**src/rtl/cspc_pkg.sv**
```systemverilog
`default_nettype none
// ----------------------------------------------------------------------------
// cspc_pkg: shared types and constants of the column to span converter
// Holds the column command passed from the front end to the back end, the
// back end sequencer states and the fixed field widths.
// ----------------------------------------------------------------------------
package cspc_pkg;

	// default number of screen rows in the span start store
	localparam int ROWS_DEFAULT = 64;

	// fixed field widths
	localparam int X_W   = 10;
	localparam int ROW_W = 8;

	// columns that may wait between front and back
	localparam int QUEUE_DEPTH = 4;

	// top row code of an empty column
	localparam logic [ROW_W-1:0] EMPTY_TOP = 8'hff;

	// one classified column: x and the four row runs it closes and opens
	typedef struct packed {
		logic [X_W-1:0]   x;
		logic             ct_v;   // close from the top edge, ascending
		logic [ROW_W-1:0] ct_lo;
		logic [ROW_W-1:0] ct_hi;
		logic             cb_v;   // close from the bottom edge, descending
		logic [ROW_W-1:0] cb_hi;
		logic [ROW_W-1:0] cb_lo;
		logic             ot_v;   // open at the top edge, ascending
		logic [ROW_W-1:0] ot_lo;
		logic [ROW_W-1:0] ot_hi;
		logic             ob_v;   // open at the bottom edge, descending
		logic [ROW_W-1:0] ob_hi;
		logic [ROW_W-1:0] ob_lo;
	} cmd_t;

	// back end sequencer phases, in order of execution
	typedef enum logic [2:0] {
		ST_IDLE,
		ST_CT,
		ST_CB,
		ST_OT,
		ST_OB
	} seq_state_t;

endpackage
`default_nettype wire

```
**src/rtl/cspc_col_if.sv**
```systemverilog
`default_nettype none
// ----------------------------------------------------------------------------
// cspc_col_if: column channel
// Carries one column item (x, covered row range, first column flag).
// ----------------------------------------------------------------------------
interface cspc_col_if;
	logic       valid;
	logic       ready;
	logic [9:0] column_x;
	logic [7:0] top_row;
	logic [7:0] bottom_row;
	logic       first_column;

	modport source (
		output valid, column_x, top_row, bottom_row, first_column,
		input  ready
	);

	modport sink (
		input  valid, column_x, top_row, bottom_row, first_column,
		output ready
	);
endinterface
`default_nettype wire

```
**src/rtl/cspc_span_if.sv**
```systemverilog
`default_nettype none
// ----------------------------------------------------------------------------
// cspc_span_if: span channel
// Carries one finished horizontal span item.
// ----------------------------------------------------------------------------
interface cspc_span_if;
	logic       valid;
	logic       ready;
	logic [7:0] span_row;
	logic [9:0] span_first_x;
	logic [8:0] span_last_x;
	logic       last_of_run;

	modport source (
		output valid, span_row, span_first_x, span_last_x, last_of_run,
		input  ready
	);

	modport sink (
		input  valid, span_row, span_first_x, span_last_x, last_of_run,
		output ready
	);
endinterface
`default_nettype wire

```
**src/rtl/cspc_ram.sv**
```systemverilog
`default_nettype none
// ----------------------------------------------------------------------------
// cspc_ram: generic single write, single read RAM
// One write port and one read port; the read data is registered and holds
// its value while no read is enabled.
// ----------------------------------------------------------------------------
module cspc_ram import cspc_pkg::*; #(
	parameter int WIDTH = X_W,
	parameter int DEPTH = ROWS_DEFAULT
) (
	input  logic                     clk,
	input  logic                     wr_en,
	input  logic [$clog2(DEPTH)-1:0] wr_addr,
	input  logic [WIDTH-1:0]         wr_data,
	input  logic                     rd_en,
	input  logic [$clog2(DEPTH)-1:0] rd_addr,
	output logic [WIDTH-1:0]         rd_data
);

	logic [WIDTH-1:0] mem_q [DEPTH];

	// write and registered read
	always_ff @(posedge clk) begin
		if (wr_en) begin
			mem_q[wr_addr] <= wr_data;
		end
		if (rd_en) begin
			rd_data <= mem_q[rd_addr];
		end
	end

endmodule
`default_nettype wire

```
**src/rtl/cspc_queue.sv**
```systemverilog
`default_nettype none
// ----------------------------------------------------------------------------
// cspc_queue: command queue between front and back end
// Small FIFO of classified columns so that each side can stall on its own.
// ----------------------------------------------------------------------------
module cspc_queue import cspc_pkg::*; (
	input  logic clk,
	input  logic arst_n,
	input  logic push,
	input  cmd_t push_cmd,
	input  logic pop,
	output logic full,
	output logic empty,
	output cmd_t head
);

	localparam int PTR_W = (QUEUE_DEPTH > 1) ? $clog2(QUEUE_DEPTH) : 1;
	localparam int CNT_W = $clog2(QUEUE_DEPTH + 1);
	localparam logic [PTR_W-1:0] PTR_LAST = PTR_W'(QUEUE_DEPTH - 1);

	cmd_t             mem_q [QUEUE_DEPTH];
	logic [PTR_W-1:0] wr_ptr_q;
	logic [PTR_W-1:0] rd_ptr_q;
	logic [CNT_W-1:0] cnt_q;

	assign full  = (cnt_q == CNT_W'(QUEUE_DEPTH));
	assign empty = (cnt_q == '0);
	assign head  = mem_q[rd_ptr_q];

	// entry storage
	always_ff @(posedge clk) begin
		if (push) begin
			mem_q[wr_ptr_q] <= push_cmd;
		end
	end

	// pointers and fill count
	always_ff @(posedge clk or negedge arst_n) begin
		if (!arst_n) begin
			wr_ptr_q <= '0;
			rd_ptr_q <= '0;
			cnt_q    <= '0;
		end else begin
			if (push) begin
				wr_ptr_q <= (wr_ptr_q == PTR_LAST) ? '0 : wr_ptr_q + PTR_W'(1);
			end
			if (pop) begin
				rd_ptr_q <= (rd_ptr_q == PTR_LAST) ? '0 : rd_ptr_q + PTR_W'(1);
			end
			case ({push, pop})
				2'b10:   cnt_q <= cnt_q + CNT_W'(1);
				2'b01:   cnt_q <= cnt_q - CNT_W'(1);
				default: cnt_q <= cnt_q;
			endcase
		end
	end

endmodule
`default_nettype wire

```
**src/rtl/cspc_front.sv**
```systemverilog
`default_nettype none
// ----------------------------------------------------------------------------
// cspc_front: column intake and classification
// Normalizes the column range, compares it with the previous column's range
// and works out the four row runs to close and open. Keeps the previous range.
// ----------------------------------------------------------------------------
module cspc_front import cspc_pkg::*; #(
	parameter int ROWS = ROWS_DEFAULT
) (
	input  logic clk,
	input  logic arst_n,
	cspc_col_if.sink cols,
	input  logic q_full,
	output logic q_push,
	output cmd_t q_cmd
);

	localparam logic [8:0] ROWS9     = 9'(ROWS);
	localparam logic [8:0] LAST_ROW9 = 9'(ROWS - 1);

	logic [ROW_W-1:0] prev_top_q;
	logic [ROW_W-1:0] prev_bot_q;

	logic       empty_col;
	logic [8:0] t1, b1, t2, b2;
	logic [8:0] ct_hi, t1p, cb_lo, b1p, ot_hi, t2p, ob_lo;
	logic       ct_v, cb_v, ot_v, ob_v;

	assign cols.ready = !q_full;
	assign q_push     = cols.valid && !q_full;

	// range normalization and run classification (9-bit to hold row + 1)
	always_comb begin
		t1 = cols.first_column ? {1'b0, EMPTY_TOP} : {1'b0, prev_top_q};
		b1 = cols.first_column ? 9'd0 : {1'b0, prev_bot_q};

		empty_col = (cols.top_row == EMPTY_TOP) || ({1'b0, cols.top_row} >= ROWS9);
		t2 = empty_col ? {1'b0, EMPTY_TOP} : {1'b0, cols.top_row};
		if (empty_col) begin
			b2 = 9'd0;
		end else if ({1'b0, cols.bottom_row} >= ROWS9) begin
			b2 = LAST_ROW9;
		end else begin
			b2 = {1'b0, cols.bottom_row};
		end

		// rows left at the top edge
		ct_v  = (t1 < t2) && (t1 <= b1);
		ct_hi = ((t2 - 9'd1) < b1) ? (t2 - 9'd1) : b1;
		t1p   = ct_v ? ct_hi + 9'd1 : t1;

		// rows left at the bottom edge
		cb_v  = (b1 > b2) && (b1 >= t1p);
		cb_lo = ((b2 + 9'd1) > t1p) ? (b2 + 9'd1) : t1p;
		b1p   = cb_v ? cb_lo - 9'd1 : b1;

		// rows entered at the top edge
		ot_v  = (t2 < t1p) && (t2 <= b2);
		ot_hi = ((t1p - 9'd1) < b2) ? (t1p - 9'd1) : b2;
		t2p   = ot_v ? ot_hi + 9'd1 : t2;

		// rows entered at the bottom edge
		ob_v  = (b2 > b1p) && (b2 >= t2p);
		ob_lo = ((b1p + 9'd1) > t2p) ? (b1p + 9'd1) : t2p;
	end

	// command to the queue
	always_comb begin
		q_cmd.x     = cols.column_x;
		q_cmd.ct_v  = ct_v;
		q_cmd.ct_lo = t1[7:0];
		q_cmd.ct_hi = ct_hi[7:0];
		q_cmd.cb_v  = cb_v;
		q_cmd.cb_hi = b1[7:0];
		q_cmd.cb_lo = cb_lo[7:0];
		q_cmd.ot_v  = ot_v;
		q_cmd.ot_lo = t2[7:0];
		q_cmd.ot_hi = ot_hi[7:0];
		q_cmd.ob_v  = ob_v;
		q_cmd.ob_hi = b2[7:0];
		q_cmd.ob_lo = ob_lo[7:0];
	end

	// previous column range
	always_ff @(posedge clk or negedge arst_n) begin
		if (!arst_n) begin
			prev_top_q <= EMPTY_TOP;
			prev_bot_q <= '0;
		end else if (q_push) begin
			prev_top_q <= t2[7:0];
			prev_bot_q <= b2[7:0];
		end
	end

endmodule
`default_nettype wire

```
**src/rtl/cspc_back.sv**
```systemverilog
`default_nettype none
// ----------------------------------------------------------------------------
// cspc_back: span sequencer
// Takes one classified column from the queue and walks its runs one row per
// cycle while the span output is not stalled: closed rows read their start x
// from the store and leave as spans; opened rows write the column x there.
// ----------------------------------------------------------------------------
module cspc_back import cspc_pkg::*; #(
	parameter int ROWS = ROWS_DEFAULT
) (
	input  logic clk,
	input  logic arst_n,
	input  logic q_empty,
	input  cmd_t q_head,
	output logic q_pop,
	cspc_span_if.source spans
);

	localparam int AW = $clog2(ROWS);

	typedef struct packed {
		seq_state_t       state;
		logic [ROW_W-1:0] row;
	} pick_t;

	// first phase at or after 'from' that has work, with its starting row
	function automatic pick_t pick_phase(cmd_t c, seq_state_t from);
		pick_t p;
		p.state = ST_IDLE;
		p.row   = '0;
		if (from <= ST_CT && c.ct_v) begin
			p.state = ST_CT;
			p.row   = c.ct_lo;
		end else if (from <= ST_CB && c.cb_v) begin
			p.state = ST_CB;
			p.row   = c.cb_hi;
		end else if (from <= ST_OT && c.ot_v) begin
			p.state = ST_OT;
			p.row   = c.ot_lo;
		end else if (c.ob_v) begin
			p.state = ST_OB;
			p.row   = c.ob_hi;
		end
		return p;
	endfunction

	seq_state_t       state_q, state_d;
	logic [ROW_W-1:0] row_q, row_d;
	cmd_t             cmd_q;
	pick_t            nxt;
	logic             cmd_load;
	logic             issue_ok;

	logic             rd_en, wr_en, emit_last;
	logic [X_W-1:0]   rd_data;
	logic [X_W-1:0]   x_m1;

	logic             valid_s1;
	logic [ROW_W-1:0] row_s1;
	logic [8:0]       lastx_s1;
	logic             last_s1;

	assign issue_ok = !valid_s1 || spans.ready;
	assign x_m1     = cmd_q.x - 10'd1;
	assign q_pop    = cmd_load;

	// next state
	always_comb begin
		state_d  = state_q;
		row_d    = row_q;
		cmd_load = 1'b0;
		nxt      = '{state: ST_IDLE, row: '0};
		case (state_q)
			ST_IDLE: begin
				if (!q_empty) begin
					cmd_load = 1'b1;
					nxt      = pick_phase(q_head, ST_CT);
					state_d  = nxt.state;
					row_d    = nxt.row;
				end
			end
			ST_CT: begin
				if (issue_ok) begin
					if (row_q == cmd_q.ct_hi) begin
						nxt     = pick_phase(cmd_q, ST_CB);
						state_d = nxt.state;
						row_d   = nxt.row;
					end else begin
						row_d = row_q + 8'd1;
					end
				end
			end
			ST_CB: begin
				if (issue_ok) begin
					if (row_q == cmd_q.cb_lo) begin
						nxt     = pick_phase(cmd_q, ST_OT);
						state_d = nxt.state;
						row_d   = nxt.row;
					end else begin
						row_d = row_q - 8'd1;
					end
				end
			end
			ST_OT: begin
				if (row_q == cmd_q.ot_hi) begin
					nxt     = pick_phase(cmd_q, ST_OB);
					state_d = nxt.state;
					row_d   = nxt.row;
				end else begin
					row_d = row_q + 8'd1;
				end
			end
			ST_OB: begin
				if (row_q == cmd_q.ob_lo) begin
					state_d = ST_IDLE;
				end else begin
					row_d = row_q - 8'd1;
				end
			end
			default: begin
				state_d = ST_IDLE;
			end
		endcase
	end

	// store access and end-of-column mark
	always_comb begin
		rd_en     = 1'b0;
		wr_en     = 1'b0;
		emit_last = 1'b0;
		case (state_q)
			ST_CT: begin
				rd_en     = issue_ok;
				emit_last = (row_q == cmd_q.ct_hi) && !cmd_q.cb_v;
			end
			ST_CB: begin
				rd_en     = issue_ok;
				emit_last = (row_q == cmd_q.cb_lo);
			end
			ST_OT, ST_OB: begin
				wr_en = 1'b1;
			end
			default: begin
				rd_en = 1'b0;
			end
		endcase
	end

	// span start store
	cspc_ram #(
		.WIDTH (X_W),
		.DEPTH (ROWS)
	) u_store (
		.clk     (clk),
		.wr_en   (wr_en),
		.wr_addr (row_q[AW-1:0]),
		.wr_data (cmd_q.x),
		.rd_en   (rd_en),
		.rd_addr (row_q[AW-1:0]),
		.rd_data (rd_data)
	);

	// sequencer control
	always_ff @(posedge clk or negedge arst_n) begin
		if (!arst_n) begin
			state_q  <= ST_IDLE;
			row_q    <= '0;
			valid_s1 <= 1'b0;
		end else begin
			state_q <= state_d;
			row_q   <= row_d;
			if (rd_en) begin
				valid_s1 <= 1'b1;
			end else if (spans.ready) begin
				valid_s1 <= 1'b0;
			end
		end
	end

	// column command and output stage payload
	always_ff @(posedge clk) begin
		if (cmd_load) begin
			cmd_q <= q_head;
		end
		if (rd_en) begin
			row_s1   <= row_q;
			lastx_s1 <= x_m1[8:0];
			last_s1  <= emit_last;
		end
	end

	assign spans.valid        = valid_s1;
	assign spans.span_row     = row_s1;
	assign spans.span_first_x = rd_data;
	assign spans.span_last_x  = lastx_s1;
	assign spans.last_of_run  = last_s1;

endmodule
`default_nettype wire

```
**src/rtl/column_to_span_converter_core.sv**
```systemverilog
`default_nettype none
// ----------------------------------------------------------------------------
// column_to_span_converter_core: floor/ceiling column to span converter
// Turns a stream of column row ranges into finished horizontal spans.
// ----------------------------------------------------------------------------
//
//  port    dir  item                                          size
//  cols    in   column_x, top_row, bottom_row, first_column   10/8/8/1
//  spans   out  span_row, span_first_x, span_last_x,          8/10/9/1
//               last_of_run
//
// The front end classifies a column in the cycle it is accepted and queues
// it (up to four columns wait). The back end takes a column from the queue
// in its idle state, then steps through each closed and each opened row in
// turn at the single store port, and only then takes the next column.
// Reset clears the previous column range (empty), the queue and the sequencer;
// the span start store is not cleared. A stalled span output holds the back
// end in its close phases; the front end keeps accepting until the queue fills.
//
module column_to_span_converter_core import cspc_pkg::*; #(
	parameter int ROWS = ROWS_DEFAULT
) (
	input  logic clk,
	input  logic arst_n,
	cspc_col_if.sink    cols,
	cspc_span_if.source spans
);

	logic q_push, q_pop, q_full, q_empty;
	cmd_t q_cmd, q_head;

	// intake and classification
	cspc_front #(
		.ROWS (ROWS)
	) u_front (
		.clk    (clk),
		.arst_n (arst_n),
		.cols   (cols),
		.q_full (q_full),
		.q_push (q_push),
		.q_cmd  (q_cmd)
	);

	// column queue
	cspc_queue u_queue (
		.clk      (clk),
		.arst_n   (arst_n),
		.push     (q_push),
		.push_cmd (q_cmd),
		.pop      (q_pop),
		.full     (q_full),
		.empty    (q_empty),
		.head     (q_head)
	);

	// span sequencer and store
	cspc_back #(
		.ROWS (ROWS)
	) u_back (
		.clk     (clk),
		.arst_n  (arst_n),
		.q_empty (q_empty),
		.q_head  (q_head),
		.q_pop   (q_pop),
		.spans   (spans)
	);

	// the sequencer only takes a column that is there
	a_pop_nonempty: assert property (@(posedge clk) disable iff (!arst_n)
		q_pop |-> !q_empty)
		else $error("column taken from an empty queue");

	// top close run is ordered and inside the store
	a_ct_run: assert property (@(posedge clk) disable iff (!arst_n)
		(!q_empty && q_head.ct_v) |->
			(q_head.ct_lo <= q_head.ct_hi) && ({1'b0, q_head.ct_hi} < 9'(ROWS)))
		else $error("bad top close run");

	// bottom close run is ordered and inside the store
	a_cb_run: assert property (@(posedge clk) disable iff (!arst_n)
		(!q_empty && q_head.cb_v) |->
			(q_head.cb_lo <= q_head.cb_hi) && ({1'b0, q_head.cb_hi} < 9'(ROWS)))
		else $error("bad bottom close run");

	// a span that does not end its column is followed at once by the next
	a_run_continues: assert property (@(posedge clk) disable iff (!arst_n)
		(spans.valid && spans.ready && !spans.last_of_run) |=> spans.valid)
		else $error("span run broken before its last span");

endmodule
`default_nettype wire
```
**src/flat_wrapper.sv**
```systemverilog
// flat-port wrapper written by rule: the top's interface ports become plain ports
module column_to_span_converter_core_flat import cspc_pkg::*;
#(
	parameter int ROWS = ROWS_DEFAULT
)
  (clk, arst_n, cols_valid, cols_column_x, cols_top_row, cols_bottom_row, cols_first_column, cols_ready, spans_valid, spans_span_row, spans_span_first_x, spans_span_last_x, spans_last_of_run, spans_ready);
  cspc_col_if cols_i ();
  cspc_span_if spans_i ();
  input  logic clk;
  input  logic arst_n;
  input wire logic [$bits(cols_i.valid)-1:0] cols_valid;
  input wire logic [$bits(cols_i.column_x)-1:0] cols_column_x;
  input wire logic [$bits(cols_i.top_row)-1:0] cols_top_row;
  input wire logic [$bits(cols_i.bottom_row)-1:0] cols_bottom_row;
  input wire logic [$bits(cols_i.first_column)-1:0] cols_first_column;
  output wire logic [$bits(cols_i.ready)-1:0] cols_ready;
  output wire logic [$bits(spans_i.valid)-1:0] spans_valid;
  output wire logic [$bits(spans_i.span_row)-1:0] spans_span_row;
  output wire logic [$bits(spans_i.span_first_x)-1:0] spans_span_first_x;
  output wire logic [$bits(spans_i.span_last_x)-1:0] spans_span_last_x;
  output wire logic [$bits(spans_i.last_of_run)-1:0] spans_last_of_run;
  input wire logic [$bits(spans_i.ready)-1:0] spans_ready;
  assign cols_i.valid = cols_valid;
  assign cols_i.column_x = cols_column_x;
  assign cols_i.top_row = cols_top_row;
  assign cols_i.bottom_row = cols_bottom_row;
  assign cols_i.first_column = cols_first_column;
  assign cols_ready = cols_i.ready;
  assign spans_valid = spans_i.valid;
  assign spans_span_row = spans_i.span_row;
  assign spans_span_first_x = spans_i.span_first_x;
  assign spans_span_last_x = spans_i.span_last_x;
  assign spans_last_of_run = spans_i.last_of_run;
  assign spans_i.ready = spans_ready;
  column_to_span_converter_core #(.ROWS(ROWS)) u_core (.clk(clk), .arst_n(arst_n), .cols(cols_i), .spans(spans_i));
endmodule
```
**config.mk**
```make
export PLATFORM = sky130hd
export DESIGN_NAME = column_to_span_converter_core_flat
export DESIGN_NICKNAME = d
export VERILOG_FILES = /design/src/rtl/cspc_pkg.sv /design/src/rtl/cspc_col_if.sv /design/src/rtl/cspc_span_if.sv /design/src/rtl/cspc_ram.sv /design/src/rtl/cspc_queue.sv /design/src/rtl/cspc_front.sv /design/src/rtl/cspc_back.sv /design/src/rtl/column_to_span_converter_core.sv /design/src/flat_wrapper.sv
export SDC_FILE = /design/constraint.sdc
export NUM_CORES = 1
export LEC_CHECK = 0
export BUFFER_PORTS_ARGS = -buffer_cell sky130_fd_sc_hd__buf_2
export CAP_MARGIN = 20
export CORE_ASPECT_RATIO = 0.6
export CORE_MARGIN = 2
export CORE_UTILIZATION = 31
export CTS_BUF_LIST = sky130_fd_sc_hd__clkbuf_8
export DETAILED_ROUTE_END_ITERATION = 8
export GPL_TIMING_DRIVEN = 1
export PLACE_DENSITY = 0.53
export SYNTH_ARGS = -nofsm -noshare
export SYNTH_HDL_FRONTEND = slang
export SYNTH_SLANG_ARGS = --single-unit
```
**constraint.sdc**
```tcl
create_clock -name clk -period 9.3 [get_ports clk]
set_input_delay 2.79 -clock clk [delete_from_list [all_inputs] [get_ports clk]]
set_output_delay 2.79 -clock clk [all_outputs]
set_load 0.005 [all_outputs]
```
==> metrics.md <==
| Metric | Value |
|---|---|
| Status | finished with violations |
| Failing checks | negative setup slack |
| Setup WS post-layout | -0.6937 ns |
| Cell mode on critical path | ha_4 |
| Unrepaired setup endpoints after global routing | yes |
| Yosys top cell by area | edfxtp_1 |
| Leakage dissipation | 0.01786 uW |
| Post-DP HPWL | 84.64 mm |
| Final period util | 107.5% |
| Grt total ovfl | 0 |
| Worst rel slew slack | 14.47% |
| Most frequent cells after synthesis | 1049 x edfxtp_1, 281 x a22oi_1, 140 x nor2_1, 117 x clkbuf_1, 113 x nand2_1 |
| Port Buffers | 60 |
| Layout cells sized above 1 | between 20% and 30% |
| Slew Viols, Final | 0 |
| H-tree depth | 4 |
| Critical path fanouts, max | 5 |
| Simple logic cell fraction of the synthesized area | 5.684% |
| Total wire length | 132.7 mm |
| Tot Pwr | 15820 uW |
| Final setup viols | 36 |
| Final Non-Filler Cells | 5279 |
| Worst path bufs/invs | 7 |
| Die X | between 400 and 500 um |
| Tmin final | about 10 ns |
| Syn Area/Cell | 16.15 sq um |
| Clk Latency, worst-skew pair | 0.87 ns |
| Main area contributors after synthesis | edfxtp_1 71%, a22oi_1 4.7%, mux4_2 3.9% |
| Highest-delay cell along the critical path | or4_4 |
| CTS Sinks | 1084 |
| Routability-driven placement congestion ratio | roughly 0.92 |
| Family with the most delay on the worst path | compound AO/OA/AOI/OAI gates |
| Vias in the first global route | 26.38k |
| Syn Inst Count | ~2.8k |
| CTS buffer count | between 150 and 200 |
| Initial Utilization | 31.34% |
| Worst setup path category | input pin to flop |
| Initial DRC Count | roughly 3.1k |
| Initial antenna violation count | 11 |
| Core ar. | approximately 140000 sq um |
| Post-synth ARST share | 3.229% |
| Post-Synth Adder-Cell Area | 2.609% |
| EDFF count, synth | 1049 |
| Crit start category | input pin |
| CTS clk-pin slew, worst paths | 0.06 ns |
| Power Dens Cells | 295.5 nW/um^2 |
| Die area | 147000 sq um |
| Inst Count DP | 4931 |
| Maximum vdd drop | 0.1885 mV |
| Place WS | -1.794 ns |
| Max incr delay on CP | 0.53 ns |
| Count leader, synth | edfxtp_1 |
| Final count of hold timing violations | 0 |
| XOR/XNOR Fraction of Synth Area | 1.630% |
| Max Clk Rate | between 100 and 150 MHz |
| DRT Pass-1 Iters | 6 |
| CTS Buffer Depth | 3 |
| Clock Skews | ~0.05 ns |
| Fill cells | ~13k |
| Area delta synth->final | 20.02% |
| Yosys top cell area share | 70.63% |
| Register area share after synthesis | 72.61% |
| Final Core Density | about 38% |
| GRT Resource Usage Total | 17.76% |
| FP Rows | around 110 |
| Ys Warns | 0 |
| Synth Flop Type | edfxtp_1 |
| Worst hold slack | 0.4761 ns |
| Vias per cell | 5.240 |
| Critical path endpoint category | flop |
| Count of cell types in the netlist | 91 |
| Multiplexer area fraction after synthesis | 4.399% |
| Hold WC Path Type | flop to flop |
| CTS tree | built |
| Main combinational cell family by area after synthesis | compound AO/OA/AOI/OAI gates |
| Boundary pin count | 61 |
| Final net count | 3362 |
| Die height | 297.8 um |
| Via count | 27.66k |
| Worst endpoint data arrival time | 10.59 ns |
| Seq cells post-synth | roughly 1.1k |
| Post-synthesis compound-gate area fraction | ~11% |
| Root Driver | clkbuf_8 |
| Global-route wire length before repair | ~190 mm |
| Drt wl/cell | 25.13 um |
| Measured slew at the worst slew-check pin | 1.271 ns |
| Synthesized area | ~45000 sq um |
| Antenna-violating nets left | 0 |
| Largest net degree at the start of global routing | a little over 70 |
| CP required | 9.90 ns |
| Max cap viols | 0 |
| DRC viols | 0 |
timing repair:
action                     4_1_cts  5_1_grt
hold endpoints to repair         0        0
cloned                           1        0
setup endpoints to repair       36       36
hold buffers                     0        0
resized for setup               34       68
setup buffers                   23       15
pin swaps                        8       49
stage by stage:
stage / TNS, ns / area, sq um
global route: -35.35 / 53530
detailed placement: -59.85 / 49550
global placement: -54.99 / 49410
CTS: -15.96 / 52940
finish: -22.44 / 53530
floorplan: -40.85 / 44850
cells in the final DEF (no fill, tap or decap), types with 50 or more instances in the layout:
cell type and n:
a21oi_1 68, a22oi_1 279, a41oi_1 50, buf_2 58, buf_4 364, clkbuf_8 169
edfxtp_1 1049, ha_1 77, inv_1 102, mux4_2 78, nand2_1 107, nor2_1 137
o21ai_0 65
power by group:
part	switching, uW	internal [uW]
combinational	3360	1680
clock	1900	1840
sequential	365	6680
registers in the layout, summed over array words and instances (netlist names), 9 cells and up:
name and flops:
u_core.u_back.u_store.rd_data 10, u_core.u_queue.mem_q 312, u_core.u_back.cmd_q 69, u_core.u_back.u_store.mem_q 640, u_core.u_back.spans.span_last_x 9
layout make-up:
cell class              instances  area (sq um)  area share [%]
flip-flops and latches       1084         32390           60.51
diodes                          3         7.507         0.01402
clock inverters               129         730.7           1.365
clock buffers                 168          2312           4.319
multi-input cells            1468         12080           22.57
well taps                    1907          2386           4.457
repair buffers                446          3329           6.220
inverters                      74         290.3          0.5423
cell families (layout without fill, tap and decap cells):
group / Yosys count / count (layout)
compound gates: 676 / 676
xor+xnor: 83 / 83
fa+ha+maj: 93 / 93
buf+inv: 225 / 817
flops: 1084 / 1084
mux: 97 / 97
other cells: 2 / 21
simple gates: 501 / 501
worst paths after layout:
kind / depth (start not counted) / slack [ns] / to / start
worst max-delay path: 45 / -0.69 / u_core.u_queue.mem_q[3][5]$_DFFE_PP_ / cols_top_row[1]
worst min-delay path: 2 / 0.48 / u_core.u_front.prev_top_q[0]$_DFFE_PN1P_ / u_core.u_front.prev_top_q[0]$_DFFE_PN1P_
worst max register to register: 40 / 1.35 / u_core.u_queue.mem_q[3][5]$_DFFE_PP_ / u_core.u_front.prev_top_q[1]$_DFFE_PN1P_
worst min register to register: 2 / 0.48 / u_core.u_front.prev_top_q[0]$_DFFE_PN1P_ / u_core.u_front.prev_top_q[0]$_DFFE_PN1P_
max in group asynchronous: 2 / 6.74 / u_core.u_queue.rd_ptr_q[0]$_DFFE_PN0P_ / arst_n
min in group asynchronous: 2 / 2.00 / u_core.u_front.prev_bot_q[0]$_DFFE_PN0P_ / arst_n
routing by layer:
metal	part of all wire, %	GRT usage, %	vias to the layer above
met3	9.3	4.432	168
met2	39	22.67	1222
met1	50	29.37	14160
met4	1.4	3.761	2
met5	0.0090	0	-
li1	-	-	12110
worst reg2reg max path: cells and delay by family, from the launching register on:
family                     cells  cell delay [ns]
AOI/OAI and AO/OA             17             2.76
xor gates and xnor gates       1             0.17
adders and majority gates      4             1.02
buffers and inverters          6             0.73
DFF                            1             0.37
and+or+nand+nor               12             2.66
No activity file was read; power rests on OpenSTA's default activity.
